===== src/rtl/tlec_pkg.sv =====
// Shared types and constants of the two-level event channel controller.
// No dependencies; most other files of the block import this package.
package tlec_pkg;

    // Fixed field widths of the channels
    localparam int TLEC_CMD_W  = 3;
    localparam int TLEC_PORT_W = 6;

    // Default geometry
    localparam int TLEC_PORTS      = 64;
    localparam int TLEC_GROUP_BITS = 16;

    // Command codes; codes 6 and 7 are ignored
    typedef enum logic [TLEC_CMD_W-1:0] {
        CMD_RAISE  = 3'd0,
        CMD_MASK   = 3'd1,
        CMD_UNMASK = 3'd2,
        CMD_BIND   = 3'd3,
        CMD_UNBIND = 3'd4,
        CMD_SCAN   = 3'd5
    } t_cmd;

    // Controller states
    typedef enum logic [1:0] {
        ST_IDLE,
        ST_EXEC,
        ST_SCAN
    } t_state;

    // Controller to datapath commands
    typedef struct packed {
        logic load;   // capture the incoming item
        logic exec;   // apply the captured command to the bitmaps
        logic emit;   // deliver the lowest candidate port
    } t_ctl;

    // Datapath to controller status
    typedef struct packed {
        logic scan_req;    // executed command starts a scan
        logic cand_empty;  // no candidate left to deliver
        logic slot_free;   // output register can take an item
        logic pick_last;   // current pick is the final one of the scan
    } t_sts;

endpackage


===== src/rtl/tlec_cmd_if.sv =====
// Command channel interface: valid/ready plus command and port.
// Depends on tlec_pkg.
interface tlec_cmd_if;
    import tlec_pkg::*;

    logic                   valid;
    logic                   ready;
    logic [TLEC_CMD_W-1:0]  command;
    logic [TLEC_PORT_W-1:0] port;

    modport source (output valid, output command, output port, input ready);
    modport sink   (input valid, input command, input port, output ready);
endinterface


===== src/rtl/tlec_dlv_if.sv =====
// Delivery channel interface: valid/ready plus delivered port, bound flag, last.
// Depends on tlec_pkg.
interface tlec_dlv_if;
    import tlec_pkg::*;

    logic                   valid;
    logic                   ready;
    logic [TLEC_PORT_W-1:0] delivered_port;
    logic                   is_bound;
    logic                   last;

    modport source (output valid, output delivered_port, output is_bound, output last,
                    input ready);
    modport sink   (input valid, input delivered_port, input is_bound, input last,
                    output ready);
endinterface


===== src/rtl/tlec_cfg_if.sv =====
// Configuration write channel: valid/ready plus the upcall_masked bit.
// No dependencies.
interface tlec_cfg_if;
    logic valid;
    logic ready;
    logic upcall_masked;

    modport source (output valid, output upcall_masked, input ready);
    modport sink   (input valid, input upcall_masked, output ready);
endinterface


===== src/rtl/two_level_event_channel_controller.sv =====
// Top level of the two-level event channel controller.
// Depends on tlec_pkg, tlec_cmd_if, tlec_dlv_if, tlec_cfg_if, tlec_ctrl, tlec_dp.
//
//  channel   dir  fields                               accepted when
//  i_cmd     in   command[2:0], port[5:0]              valid & ready
//  o_dlv     out  delivered_port[5:0], is_bound, last  valid & ready
//  i_cfg     in   upcall_masked                        valid & ready (ready tied high)
//
// Non-scanning commands are captured, then applied to the bitmaps.
// A scan is captured and executed, then the priority encoder picks the lowest
// candidate port each cycle that the output register can take it; a scan
// that delivers nothing still passes through the scan state.
// Reset is synchronous, active low, and clears all bitmaps and the group word.
// A stalled output holds the scan; the next command is taken while the final
// delivery still waits in the output register.
module two_level_event_channel_controller #(
    parameter int PORTS      = tlec_pkg::TLEC_PORTS,
    parameter int GROUP_BITS = tlec_pkg::TLEC_GROUP_BITS
) (
    input  logic       i_clk,
    input  logic       i_rst_n,
    tlec_cmd_if.sink   i_cmd,
    tlec_dlv_if.source o_dlv,
    tlec_cfg_if.sink   i_cfg
);
    import tlec_pkg::*;

    t_ctl ctl;
    t_sts sts;

    assign i_cfg.ready = 1'b1;

    // Sequencer
    tlec_ctrl u_ctrl (
        .i_clk      (i_clk),
        .i_rst_n    (i_rst_n),
        .i_in_valid (i_cmd.valid),
        .o_in_ready (i_cmd.ready),
        .i_sts      (sts),
        .o_ctl      (ctl)
    );

    // Bitmaps and delivery
    tlec_dp #(
        .PORTS      (PORTS),
        .GROUP_BITS (GROUP_BITS)
    ) u_dp (
        .i_clk       (i_clk),
        .i_rst_n     (i_rst_n),
        .i_ctl       (ctl),
        .o_sts       (sts),
        .i_command   (i_cmd.command),
        .i_port      (i_cmd.port),
        .i_cfg_valid (i_cfg.valid),
        .i_cfg_data  (i_cfg.upcall_masked),
        .o_out_valid (o_dlv.valid),
        .i_out_ready (o_dlv.ready),
        .o_out_port  (o_dlv.delivered_port),
        .o_out_bound (o_dlv.is_bound),
        .o_out_last  (o_dlv.last)
    );

endmodule


===== src/rtl/tlec_ctrl.sv =====
// Controller state machine: sequences accept, execute and scan delivery.
// Depends on tlec_pkg; drives the datapath tlec_dp through t_ctl.
module tlec_ctrl (
    input  logic          i_clk,
    input  logic          i_rst_n,
    input  logic          i_in_valid,
    output logic          o_in_ready,
    input  tlec_pkg::t_sts i_sts,
    output tlec_pkg::t_ctl o_ctl
);
    import tlec_pkg::*;

    t_state r_state;
    t_state n_state;

    // State register
    always_ff @(posedge i_clk) begin
        if (!i_rst_n) begin
            r_state <= ST_IDLE;
        end else begin
            r_state <= n_state;
        end
    end

    // Next state
    always_comb begin
        n_state = r_state;
        case (r_state)
            ST_IDLE: begin
                if (i_in_valid) n_state = ST_EXEC;
            end
            ST_EXEC: begin
                n_state = i_sts.scan_req ? ST_SCAN : ST_IDLE;
            end
            ST_SCAN: begin
                if (i_sts.cand_empty) begin
                    n_state = ST_IDLE;
                end else if (i_sts.slot_free && i_sts.pick_last) begin
                    n_state = ST_IDLE;
                end
            end
            default: n_state = ST_IDLE;
        endcase
    end

    // Outputs
    always_comb begin
        o_in_ready = 1'b0;
        o_ctl      = '0;
        case (r_state)
            ST_IDLE: begin
                o_in_ready = 1'b1;
                o_ctl.load = i_in_valid;
            end
            ST_EXEC: begin
                o_ctl.exec = 1'b1;
            end
            ST_SCAN: begin
                o_ctl.emit = !i_sts.cand_empty && i_sts.slot_free;
            end
            default: ;
        endcase
    end

endmodule


===== src/rtl/tlec_dp.sv =====
// Datapath: pending/mask/bound bitmaps, group-select word, scan candidates,
// lowest-port priority encoder and the output register. Depends on tlec_pkg.
module tlec_dp #(
    parameter int PORTS      = tlec_pkg::TLEC_PORTS,
    parameter int GROUP_BITS = tlec_pkg::TLEC_GROUP_BITS
) (
    input  logic                             i_clk,
    input  logic                             i_rst_n,
    input  tlec_pkg::t_ctl                   i_ctl,
    output tlec_pkg::t_sts                   o_sts,
    input  logic [tlec_pkg::TLEC_CMD_W-1:0]  i_command,
    input  logic [tlec_pkg::TLEC_PORT_W-1:0] i_port,
    input  logic                             i_cfg_valid,
    input  logic                             i_cfg_data,
    output logic                             o_out_valid,
    input  logic                             i_out_ready,
    output logic [tlec_pkg::TLEC_PORT_W-1:0] o_out_port,
    output logic                             o_out_bound,
    output logic                             o_out_last
);
    import tlec_pkg::*;

    localparam int GROUPS = (PORTS + GROUP_BITS - 1) / GROUP_BITS;

    // Captured item
    t_cmd                   r_cmd;
    logic [TLEC_PORT_W-1:0] r_port;

    // Architectural state
    logic [PORTS-1:0]  r_pending, n_pending;
    logic [PORTS-1:0]  r_mask,    n_mask;
    logic [PORTS-1:0]  r_bound,   n_bound;
    logic [GROUPS-1:0] r_gsel,    n_gsel;
    logic [PORTS-1:0]  r_cand,    n_cand;
    logic              r_upcall_masked;

    // Output register
    logic                   r_out_valid;
    logic [TLEC_PORT_W-1:0] r_out_port;
    logic                   r_out_bound;
    logic                   r_out_last;

    logic [PORTS-1:0]       bitv;
    logic                   port_ok;
    logic [GROUPS-1:0]      gbit;
    logic [PORTS-1:0]       low;
    logic [TLEC_PORT_W-1:0] pick_idx;
    logic                   scan_req;
    logic                   slot_free;

    // One-hot decode of the captured port; ports beyond PORTS decode to zero
    always_comb begin
        for (int i = 0; i < PORTS; i++) begin
            bitv[i] = (r_port == TLEC_PORT_W'(i));
        end
    end
    assign port_ok = |bitv;

    // Group bit of the captured port
    for (genvar g = 0; g < GROUPS; g++) begin : g_grp
        localparam int LO = g * GROUP_BITS;
        localparam int HI = ((g + 1) * GROUP_BITS < PORTS) ? (g + 1) * GROUP_BITS - 1
                                                             : PORTS - 1;
        assign gbit[g] = |bitv[HI:LO];
    end

    // Lowest candidate and its index
    assign low = r_cand & (~r_cand + PORTS'(1));
    always_comb begin
        pick_idx = '0;
        for (int i = 0; i < PORTS; i++) begin
            if (low[i]) pick_idx = pick_idx | TLEC_PORT_W'(i);
        end
    end

    assign slot_free = !r_out_valid || i_out_ready;

    // Command execution and delivery updates
    always_comb begin
        logic [GROUPS-1:0] gsel_upd;
        logic [PORTS-1:0]  expand;
        logic              trig;

        n_pending = r_pending;
        n_mask    = r_mask;
        n_bound   = r_bound;
        n_gsel    = r_gsel;
        n_cand    = r_cand;
        gsel_upd  = r_gsel;
        expand    = '0;
        scan_req  = 1'b0;
        trig      = 1'b0;

        if (i_ctl.exec) begin
            case (r_cmd)
                CMD_RAISE: begin
                    if (port_ok) begin
                        n_pending = r_pending | bitv;
                        if (!(|(r_mask & bitv)) && !(|(r_gsel & gbit))) begin
                            gsel_upd = r_gsel | gbit;
                        end
                    end
                end
                CMD_MASK: begin
                    n_mask = r_mask | bitv;
                end
                CMD_UNMASK, CMD_BIND: begin
                    if (port_ok) begin
                        if (r_cmd == CMD_BIND) n_bound = r_bound | bitv;
                        n_mask = r_mask & ~bitv;
                        trig   = (|(r_pending & bitv)) && !(|(r_gsel & gbit));
                        if (trig) begin
                            gsel_upd = r_gsel | gbit;
                            scan_req = !r_upcall_masked;
                        end
                    end
                end
                CMD_UNBIND: begin
                    n_mask  = r_mask | bitv;
                    n_bound = r_bound & ~bitv;
                end
                CMD_SCAN: begin
                    scan_req = 1'b1;
                end
                default: ;
            endcase

            // Expand the taken groups to their ports
            for (int i = 0; i < PORTS; i++) begin
                expand[i] = gsel_upd[i / GROUP_BITS];
            end

            n_gsel = gsel_upd;
            if (scan_req) begin
                n_cand = expand & n_pending & ~n_mask;
                n_gsel = '0;
            end
        end

        // Deliver the lowest candidate
        if (i_ctl.emit) begin
            n_pending = r_pending & ~low;
            n_cand    = r_cand & ~low;
        end
    end

    // Item capture
    always_ff @(posedge i_clk) begin
        if (i_ctl.load) begin
            r_cmd  <= t_cmd'(i_command);
            r_port <= i_port;
        end
    end

    // State registers
    always_ff @(posedge i_clk) begin
        if (!i_rst_n) begin
            r_pending       <= '0;
            r_mask          <= '0;
            r_bound         <= '0;
            r_gsel          <= '0;
            r_cand          <= '0;
            r_upcall_masked <= 1'b0;
        end else begin
            r_pending <= n_pending;
            r_mask    <= n_mask;
            r_bound   <= n_bound;
            r_gsel    <= n_gsel;
            r_cand    <= n_cand;
            if (i_cfg_valid) r_upcall_masked <= i_cfg_data;
        end
    end

    // Output register valid
    always_ff @(posedge i_clk) begin
        if (!i_rst_n) begin
            r_out_valid <= 1'b0;
        end else if (i_ctl.emit) begin
            r_out_valid <= 1'b1;
        end else if (i_out_ready) begin
            r_out_valid <= 1'b0;
        end
    end

    // Output register payload
    always_ff @(posedge i_clk) begin
        if (i_ctl.emit) begin
            r_out_port  <= pick_idx;
            r_out_bound <= |(low & r_bound);
            r_out_last  <= ~|(r_cand & ~low);
        end
    end

    assign o_sts.scan_req   = scan_req;
    assign o_sts.cand_empty = ~|r_cand;
    assign o_sts.slot_free  = slot_free;
    assign o_sts.pick_last  = ~|(r_cand & ~low);

    assign o_out_valid = r_out_valid;
    assign o_out_port  = r_out_port;
    assign o_out_bound = r_out_bound;
    assign o_out_last  = r_out_last;

endmodule


===== src/flat_wrapper.sv =====
// flat-port wrapper written by rule: the top's interface ports become plain ports
module two_level_event_channel_controller_flat import tlec_pkg::*;
#(
    parameter int PORTS      = tlec_pkg::TLEC_PORTS,
    parameter int GROUP_BITS = tlec_pkg::TLEC_GROUP_BITS
)
  (i_clk, i_rst_n, i_cmd_valid, i_cmd_command, i_cmd_port, i_cmd_ready, o_dlv_valid, o_dlv_delivered_port, o_dlv_is_bound, o_dlv_last, o_dlv_ready, i_cfg_valid, i_cfg_upcall_masked, i_cfg_ready);
  tlec_cmd_if i_cmd_i ();
  tlec_dlv_if o_dlv_i ();
  tlec_cfg_if i_cfg_i ();
  input  logic i_clk;
  input  logic i_rst_n;
  input wire logic [$bits(i_cmd_i.valid)-1:0] i_cmd_valid;
  input wire logic [$bits(i_cmd_i.command)-1:0] i_cmd_command;
  input wire logic [$bits(i_cmd_i.port)-1:0] i_cmd_port;
  output wire logic [$bits(i_cmd_i.ready)-1:0] i_cmd_ready;
  output wire logic [$bits(o_dlv_i.valid)-1:0] o_dlv_valid;
  output wire logic [$bits(o_dlv_i.delivered_port)-1:0] o_dlv_delivered_port;
  output wire logic [$bits(o_dlv_i.is_bound)-1:0] o_dlv_is_bound;
  output wire logic [$bits(o_dlv_i.last)-1:0] o_dlv_last;
  input wire logic [$bits(o_dlv_i.ready)-1:0] o_dlv_ready;
  input wire logic [$bits(i_cfg_i.valid)-1:0] i_cfg_valid;
  input wire logic [$bits(i_cfg_i.upcall_masked)-1:0] i_cfg_upcall_masked;
  output wire logic [$bits(i_cfg_i.ready)-1:0] i_cfg_ready;
  assign i_cmd_i.valid = i_cmd_valid;
  assign i_cmd_i.command = i_cmd_command;
  assign i_cmd_i.port = i_cmd_port;
  assign i_cmd_ready = i_cmd_i.ready;
  assign o_dlv_valid = o_dlv_i.valid;
  assign o_dlv_delivered_port = o_dlv_i.delivered_port;
  assign o_dlv_is_bound = o_dlv_i.is_bound;
  assign o_dlv_last = o_dlv_i.last;
  assign o_dlv_i.ready = o_dlv_ready;
  assign i_cfg_i.valid = i_cfg_valid;
  assign i_cfg_i.upcall_masked = i_cfg_upcall_masked;
  assign i_cfg_ready = i_cfg_i.ready;
  two_level_event_channel_controller #(.PORTS(PORTS), .GROUP_BITS(GROUP_BITS)) u_core (.i_clk(i_clk), .i_rst_n(i_rst_n), .i_cmd(i_cmd_i), .o_dlv(o_dlv_i), .i_cfg(i_cfg_i));
endmodule

===== config.mk =====
export PLATFORM = sky130hd
export DESIGN_NAME = two_level_event_channel_controller_flat
export DESIGN_NICKNAME = d
export VERILOG_FILES = /design/src/rtl/tlec_pkg.sv /design/src/rtl/tlec_cmd_if.sv /design/src/rtl/tlec_dlv_if.sv /design/src/rtl/tlec_cfg_if.sv /design/src/rtl/two_level_event_channel_controller.sv /design/src/rtl/tlec_ctrl.sv /design/src/rtl/tlec_dp.sv /design/src/flat_wrapper.sv
export SDC_FILE = /design/constraint.sdc
export NUM_CORES = 1
export LEC_CHECK = 0
export ABC_AREA = 1
export BUFFER_PORTS_ARGS = -buffer_cell sky130_fd_sc_hd__buf_2
export CAP_MARGIN = 40
export CELL_PAD_IN_SITES_DETAIL_PLACEMENT = 0
export CELL_PAD_IN_SITES_GLOBAL_PLACEMENT = 1
export CORE_MARGIN = 1.5
export CORE_UTILIZATION = 41
export CTS_CLUSTER_DIAMETER = 100
export CTS_CLUSTER_SIZE = 10
export DETAILED_ROUTE_END_ITERATION = 16
export PLACE_DENSITY = 0.78
export SYNTH_ARGS = -nofsm -noshare
export SYNTH_HDL_FRONTEND = slang
export SYNTH_HIERARCHICAL = 1
export SYNTH_SLANG_ARGS = --single-unit

===== constraint.sdc =====
create_clock -name i_clk -period 3.41 [get_ports i_clk]
set_input_delay 0.682 -clock i_clk [delete_from_list [all_inputs] [get_ports i_clk]]
set_output_delay 0.682 -clock i_clk [all_outputs]
set_load 0.02 [all_outputs]

==> flow_metrics.tcl, run 1 <==
set metrics [dict create \
    status "complete, no violations" \
    port-buffer-count 24 \
    tritoncts "yes" \
    period_needed_ps 3350 \
    max_cap_viol_count 0 \
    clock_skew_ps 30.6 \
    cts.root.buffer_cell "sky130_fd_sc_hd__clkbuf_16" \
    p_total_mw 7.53 \
    design.portCount 26 \
    async_reset_ff_share_pct 0 \
    power.switching_mw 2.10 \
    post_synth_most_frequent_cells "603 x sky130_fd_sc_hd__nand2_1, 451 x sky130_fd_sc_hd__nor2_1, 328 x sky130_fd_sc_hd__inv_1, 287 x sky130_fd_sc_hd__nand3_1, 271 x sky130_fd_sc_hd__a21oi_1" \
    max_freq_mhz 298 \
    critical_path.most_common_cell "sky130_fd_sc_hd__nand2_1" \
    crit_slowest_cell "sky130_fd_sc_hd__nor2_2" \
    core_um2 42000 \
    hold_path_class "primary input to flip-flop" \
    power_per_cell_area_nw_per_um2 370 \
    chipWidth_um 210 \
    power_switching_share_pct 27.8 \
    synth-warning-count 6 \
    post_drt_wl_per_cell_um 22.5 \
    yosys.cell_count.top_type "sky130_fd_sc_hd__nand2_1" \
    criticalPathCategory "flip-flop to flip-flop" \
    synth_nets 2870 \
    postSynthCellCount 2855 \
    syn_to_final_growth_pct 16.3 \
    cts_sinks 281 \
    seq_area_frac_synth_pct 33.1 \
    grt_start_max_net_pins 110 \
    wp_data_required_ps 3910 \
    synth_top_cells_by_area "sky130_fd_sc_hd__dfxtp_1 30%, sky130_fd_sc_hd__nand2_1 13%, sky130_fd_sc_hd__nor2_1 9.7%" \
    grt.total_usage_pct 34.9 \
    clock_tree.buffer_depth 3 \
    post_synth_num_cell_types 47 \
    worst_slew_margin_rel_pct 37.5 \
    cp_data_arrival_time_ps 3850 \
    total_leakage_power_nw 8.97 \
    grt_setup_unrepaired "true" \
    syn-mean-instance-area_um2 6.13 \
    fraction_of_the_cycle_the_final_worst_path_needs_pct 98.3 \
    critical_path_source_type "flip-flop" \
    worst-path-max-fanout 20 \
    start_util_pct 41.6 \
    synth_top_area_share_pct 30.2 \
    avgViaCountPerCell 5.88 \
    final_instance_count_excl_fillers 3482 \
    multiInputGateArea_um2 9990 \
    worstMarginPinSlew_ps 937 \
    power.internal_mw 5.43 \
    peak_supply_drop_mv 0.302 \
    setup-violations-final 0 \
    crit_path_cell_trace "inv_1 -> nand2_1 -> nor2_2 -> nand3_1 -> nand2_1 -> inv_1 -> nand2_1 -> nor2_1 -> nand2_1 -> nor2_1 -> nand2_1 -> nand3_1 -> nand2_2 -> inv_4 -> buf_12 -> nor2_1 -> nand2_1 -> nand3_1 -> nand2_1 -> inv_1" \
    chipHeight_um 210 \
    antenna_found_initial 0 \
    mappedNetlistArea_um2 17500 \
    drt_iter0_markers 2596 \
    postLayoutCellArea_um2 20300 \
    worst_hold_slack_ps 320 \
    synth_seq_cells 281 \
    end_kind "flip-flop" \
    final_hold_viol_count 0 \
    via_count 20500 \
    core.rowCount 75 \
    gp_congestion 0.993 \
    global_route_wire_length_before_repair_um 116000 \
    drtAntennaViolNets 0 \
    floorplan.die_area_um2 43900 \
    htreeDepth 2 \
    clock_insertion_delay_worst_skew_ps 560 \
    post_dp_cell_area_um2 19100 \
    p_comb_share_pct 9.8 \
    total_iterations_of_the_first_detailed_routing_run 8 \
    final_layout_size_suffix_gt1_share_pct 11.4 \
    first_global_vias 18800 \
    clockPowerShare_pct 44.5 \
    register_area_um2 5800 \
    detail_route.drc_violations 0 \
    post-dp-hpwl_um 54800 \
    post-synth-top-area-cell "sky130_fd_sc_hd__dfxtp_1" \
    cts-buffers-inserted 34 \
    overflow 0 \
    post-place-cells 3423 \
    layout.nets 2948 \
    cts.clk_slew.worst_paths_ps 60 \
    cp_slowest_stage_delay_ps 590 \
    part_of_the_total_power_dissipated_in_sequential_elements_pct 45.7 \
    timing.final.max_slew_violations 0 \
    fillerInstances 4430 \
    synth-edff-count 17 \
    wl_um 78300 \
    ys_dominant_reg_cell "sky130_fd_sc_hd__dfxtp_1" \
]
path summary, 6_finish.rpt:
check                                                   startpoint                                   to  slack (ps)  cells after the start
worst min-delay path                                 i_cmd_port[5]      u_core/u_dp/r_port[5]$_DFFE_PP_         320                      1
worst min register to register  u_core/u_dp/r_gsel[2]$_SDFFE_PN0P_   u_core/u_dp/r_gsel[2]$_SDFFE_PN0P_         480                      2
worst max register to register     u_core/u_dp/r_port[1]$_DFFE_PP_  u_core/u_dp/r_cand[26]$_SDFFE_PN0P_          60                     20
worst max-delay path               u_core/u_dp/r_port[1]$_DFFE_PP_  u_core/u_dp/r_cand[26]$_SDFFE_PN0P_          60                     20
power by group through the flow:
stage                     sequential [mW]  combinational, mW  clock, mW
after global routing                 3.45              0.778       3.53
after detailed placement             3.51              0.705          0
after CTS                            3.44              0.707       3.40
after floorplan                      3.49              0.414          0
after global placement               3.51              0.701          0
final                                3.44              0.739       3.35
layout by cell type, fill, tap and decap left out, types with 49 or more instances in the layout:
cell type                   n
sky130_fd_sc_hd__nor2_1   417
sky130_fd_sc_hd__dfxtp_1  264
sky130_fd_sc_hd__nand4_1   49
sky130_fd_sc_hd__nand3_1  283
sky130_fd_sc_hd__nor3_1    53
sky130_fd_sc_hd__a21oi_1  267
sky130_fd_sc_hd__o21ai_0  176
sky130_fd_sc_hd__inv_1    325
sky130_fd_sc_hd__nand2_1  598
sky130_fd_sc_hd__buf_4    132
kinds of logic after synthesis:
logic type      synth area share, %
simple gates                   37.2
compound gates                 18.5
buf+inv                        11.2
flops                          33.1
other cells                  0.0214
through the flow:
step	utilization (%)	setup WS [ps]	TNS (ps)
after floorplan	-	90.2	0
after global placement	45.4	-300	-385
after detailed placement	45.4	-298	-359
after CTS	47.7	-42.7	-42.7
after global routing	48.4	-63.0	-734
final	48.4	57.9	0
layout make-up:
class | count | share of cell area, %
clock inverters | 2 | 0.0861
diodes | 1 | 0.0123
well taps | 539 | 3.31
multi-input cells | 2091 | 49.1
clock buffers | 43 | 4.45
repair buffers | 185 | 8.24
flip-flops and latches | 281 | 28.5
inverters | 340 | 6.31
critical path, delay by kind of cell (launching register included):
kind	cells	cell delay, ps
simple gates	15	2180
buf+inv	5	580
flops	1	540
per-layer routing:
| metal | wire [µm] | vias to the layer above | part of all wire (%) | track usage, % |
|---|---|---|---|---|
| met5 | 0 | - | 0 | 0 |
| met1 | 32400 | 9593 | 41 | 46.5 |
| li1 | - | 9562 | - | - |
| met2 | 34100 | 1112 | 44 | 54.3 |
| met4 | 4540 | 0 | 5.8 | 18.1 |
| met3 | 7180 | 223 | 9.2 | 5.72 |
timing repair:
item / 4_1_cts / 5_1_grt
hold buffers: 0 / 0
pin swaps: 1 / 12
endpoints found under the hold margin: 0 / 0
buffers inserted: 2 / 8
endpoints found under the setup margin: 3 / 68
gates cloned: 0 / 3
resized for setup: 7 / 62
No activity file was read; power rests on OpenSTA's default activity.
==> run 2: changes to the inputs <==
CORE_ASPECT_RATIO = 1.4   (was not set)
==> flow_metrics.tcl, run 2 (synthesized netlist as in run 1, its figures left out) <==
set metrics [dict create \
    htreeDepth 2 \
    max_freq_mhz 307 \
    end_kind "flip-flop" \
    status "complete, no violations" \
    timing.final.max_slew_violations 0 \
    p_total_mw 7.48 \
    cts_sinks 281 \
    core.rowCount 89 \
    power_per_cell_area_nw_per_um2 373 \
    worst-path-max-fanout 17 \
    peak_supply_drop_mv 0.300 \
    cts-buffers-inserted 34 \
    mostFrequentLayoutCells "602 x sky130_fd_sc_hd__nand2_1, 435 x sky130_fd_sc_hd__nor2_1, 326 x sky130_fd_sc_hd__inv_1" \
    drt_iter0_markers 1955 \
    chipWidth_um 178 \
    worst_slew_margin_rel_pct 41.7 \
    wl_um 76900 \
    fillerInstances 4479 \
    design.portCount 26 \
    post-dp-hpwl_um 55500 \
    worstMarginPinSlew_ps 875 \
    clock_insertion_delay_worst_skew_ps 560 \
    max_cap_viol_count 0 \
    cts.clk_slew.worst_paths_ps 50 \
    post-place-cells 3422 \
    critical_path.most_common_cell "sky130_fd_sc_hd__nand2_1" \
    period_needed_ps 3250 \
    first_global_vias 19100 \
    overflow 0 \
    clock_tree.buffer_depth 3 \
    grt_start_max_net_pins 119 \
    syn_to_final_growth_pct 14.4 \
    criticalPathCategory "flip-flop to flip-flop" \
    register_area_um2 5800 \
    grt.total_usage_pct 34.6 \
    cp_slowest_stage_delay_ps 430 \
    holdBufCountCts 0 \
    floorplan.die_area_um2 43900 \
    final_instance_count_excl_fillers 3468 \
    total_iterations_of_the_first_detailed_routing_run 6 \
    final_layout_size_suffix_gt1_share_pct 9.89 \
    post_drt_wl_per_cell_um 22.2 \
    cts.root.buffer_cell "sky130_fd_sc_hd__clkbuf_16" \
    avgViaCountPerCell 5.79 \
    final_hold_viol_count 0 \
    layout.nets 2929 \
    port-buffer-count 24 \
    core_um2 42100 \
    gp_congestion 1.03 \
    multiInputGateArea_um2 9880 \
    cp.buffers_inverters 6 \
    pre_cts_ws_ps 66.7 \
    global_route_wire_length_before_repair_um 114000 \
    tritoncts "yes" \
    critPathTopFamily "simple AND/OR/NAND/NOR gates" \
    postLayoutCoreUtil_pct 47.6 \
    cp_data_arrival_time_ps 3670 \
    total_leakage_power_nw 8.82 \
    final.setup.worst_slack_ps 157 \
    detail_route.drc_violations 0 \
    fraction_of_the_cycle_the_final_worst_path_needs_pct 95.4 \
    crit_path_cell_trace "inv_1 -> nor2_4 -> nand2_1 -> buf_4 -> nor2_1 -> nand2_1 -> nand2_1 -> nor2_1 -> nand2_1 -> nor2_1 -> buf_4 -> nand2_1 -> nor2_1 -> buf_4 -> nand4_1 -> nand3_2 -> buf_12 -> nand2_1 -> nand3_1 -> nand2_1 -> inv_1" \
    drtAntennaViolNets 0 \
    crit_slowest_cell "sky130_fd_sc_hd__edfxtp_1" \
    wp_data_required_ps 3830 \
    critical_path_source_type "flip-flop" \
    via_count 20100 \
    chipHeight_um 247 \
    layout.cells.most_common "sky130_fd_sc_hd__nand2_1" \
    hold_path_class "primary input to flip-flop" \
    start_util_pct 41.6 \
    setup-violations-final 0 \
    clock_skew_ps 38.2 \
    antenna_found_initial 0 \
    antenna_cells 0 \
]
## run 2: final cells by class
cell class	count	area share, %
Timing Repair Buffer	166	7.28
Multi-Input combinational cell	2091	49.4
Clock buffer	40	4.36
Sequential cell	281	29.0
Clock inverter	4	0.212
Inverter	340	6.43
Tap cell	546	3.41
## run 2: path summary, 6_finish.rpt
check	startpoint	endpoint	slack (ps)	cells past startpoint
hold / removal	i_cmd_command[0]	u_core/u_dp/r_cmd[0]$_DFFE_PP_	310	1
hold reg to reg	u_core/u_dp/r_gsel[1]$_SDFFE_PN0P_	u_core/u_dp/r_gsel[1]$_SDFFE_PN0P_	470	2
setup / recovery	u_core/u_dp/r_port[0]$_DFFE_PP_	u_core/u_dp/r_cand[20]$_SDFFE_PN0P_	160	21
setup reg to reg	u_core/u_dp/r_port[0]$_DFFE_PP_	u_core/u_dp/r_cand[20]$_SDFFE_PN0P_	160	21
## run 2: what timing repair did
action / in CTS / in global routing
resized for setup: 0 / 32
buffers inserted: 0 / 1
endpoints found under the setup margin: 0 / 72
## run 2: where the power goes
part | total, mW | switching (mW) | internal [mW]
Combinational | 0.725 | 0.533 | 0.191
Sequential | 3.44 | 0.0570 | 3.38
Clock | 3.31 | 1.50 | 1.81
Total | 7.48 | 2.09 | 5.38
## run 2: metal layers
layer,share of wire [%],track usage [%],up-vias
met2,46,56.6,953
met5,0,0,-
met1,38,40.0,9327
met3,7.2,5.09,293
li1,-,-,9519
met4,9.2,28.1,0
## run 2: worst register-to-register path, stage by stage (launching register included)
cell and delay (ps):
sky130_fd_sc_hd__edfxtp_1 430, sky130_fd_sc_hd__inv_1 120, sky130_fd_sc_hd__nor2_4 400, sky130_fd_sc_hd__nand2_1 180
sky130_fd_sc_hd__buf_4 220, sky130_fd_sc_hd__nor2_1 280, sky130_fd_sc_hd__nand2_1 80, sky130_fd_sc_hd__nand2_1 80
sky130_fd_sc_hd__nor2_1 50, sky130_fd_sc_hd__nand2_1 140, sky130_fd_sc_hd__nor2_1 70, sky130_fd_sc_hd__buf_4 150
sky130_fd_sc_hd__nand2_1 50, sky130_fd_sc_hd__nor2_1 70, sky130_fd_sc_hd__buf_4 140, sky130_fd_sc_hd__nand4_1 80
sky130_fd_sc_hd__nand3_2 100, sky130_fd_sc_hd__buf_12 170, sky130_fd_sc_hd__nand2_1 130, sky130_fd_sc_hd__nand3_1 80
sky130_fd_sc_hd__nand2_1 70, sky130_fd_sc_hd__inv_1 40
## run 2: through the flow
stage	cell area, µm²	setup TNS [ps]	hold slack (ps)
after floorplan	17500	0	445
after global placement	18900	0	452
after detailed placement	19000	0	456
after CTS	19900	0	291
after global routing	20000	-21.2	296
final	20000	0	311
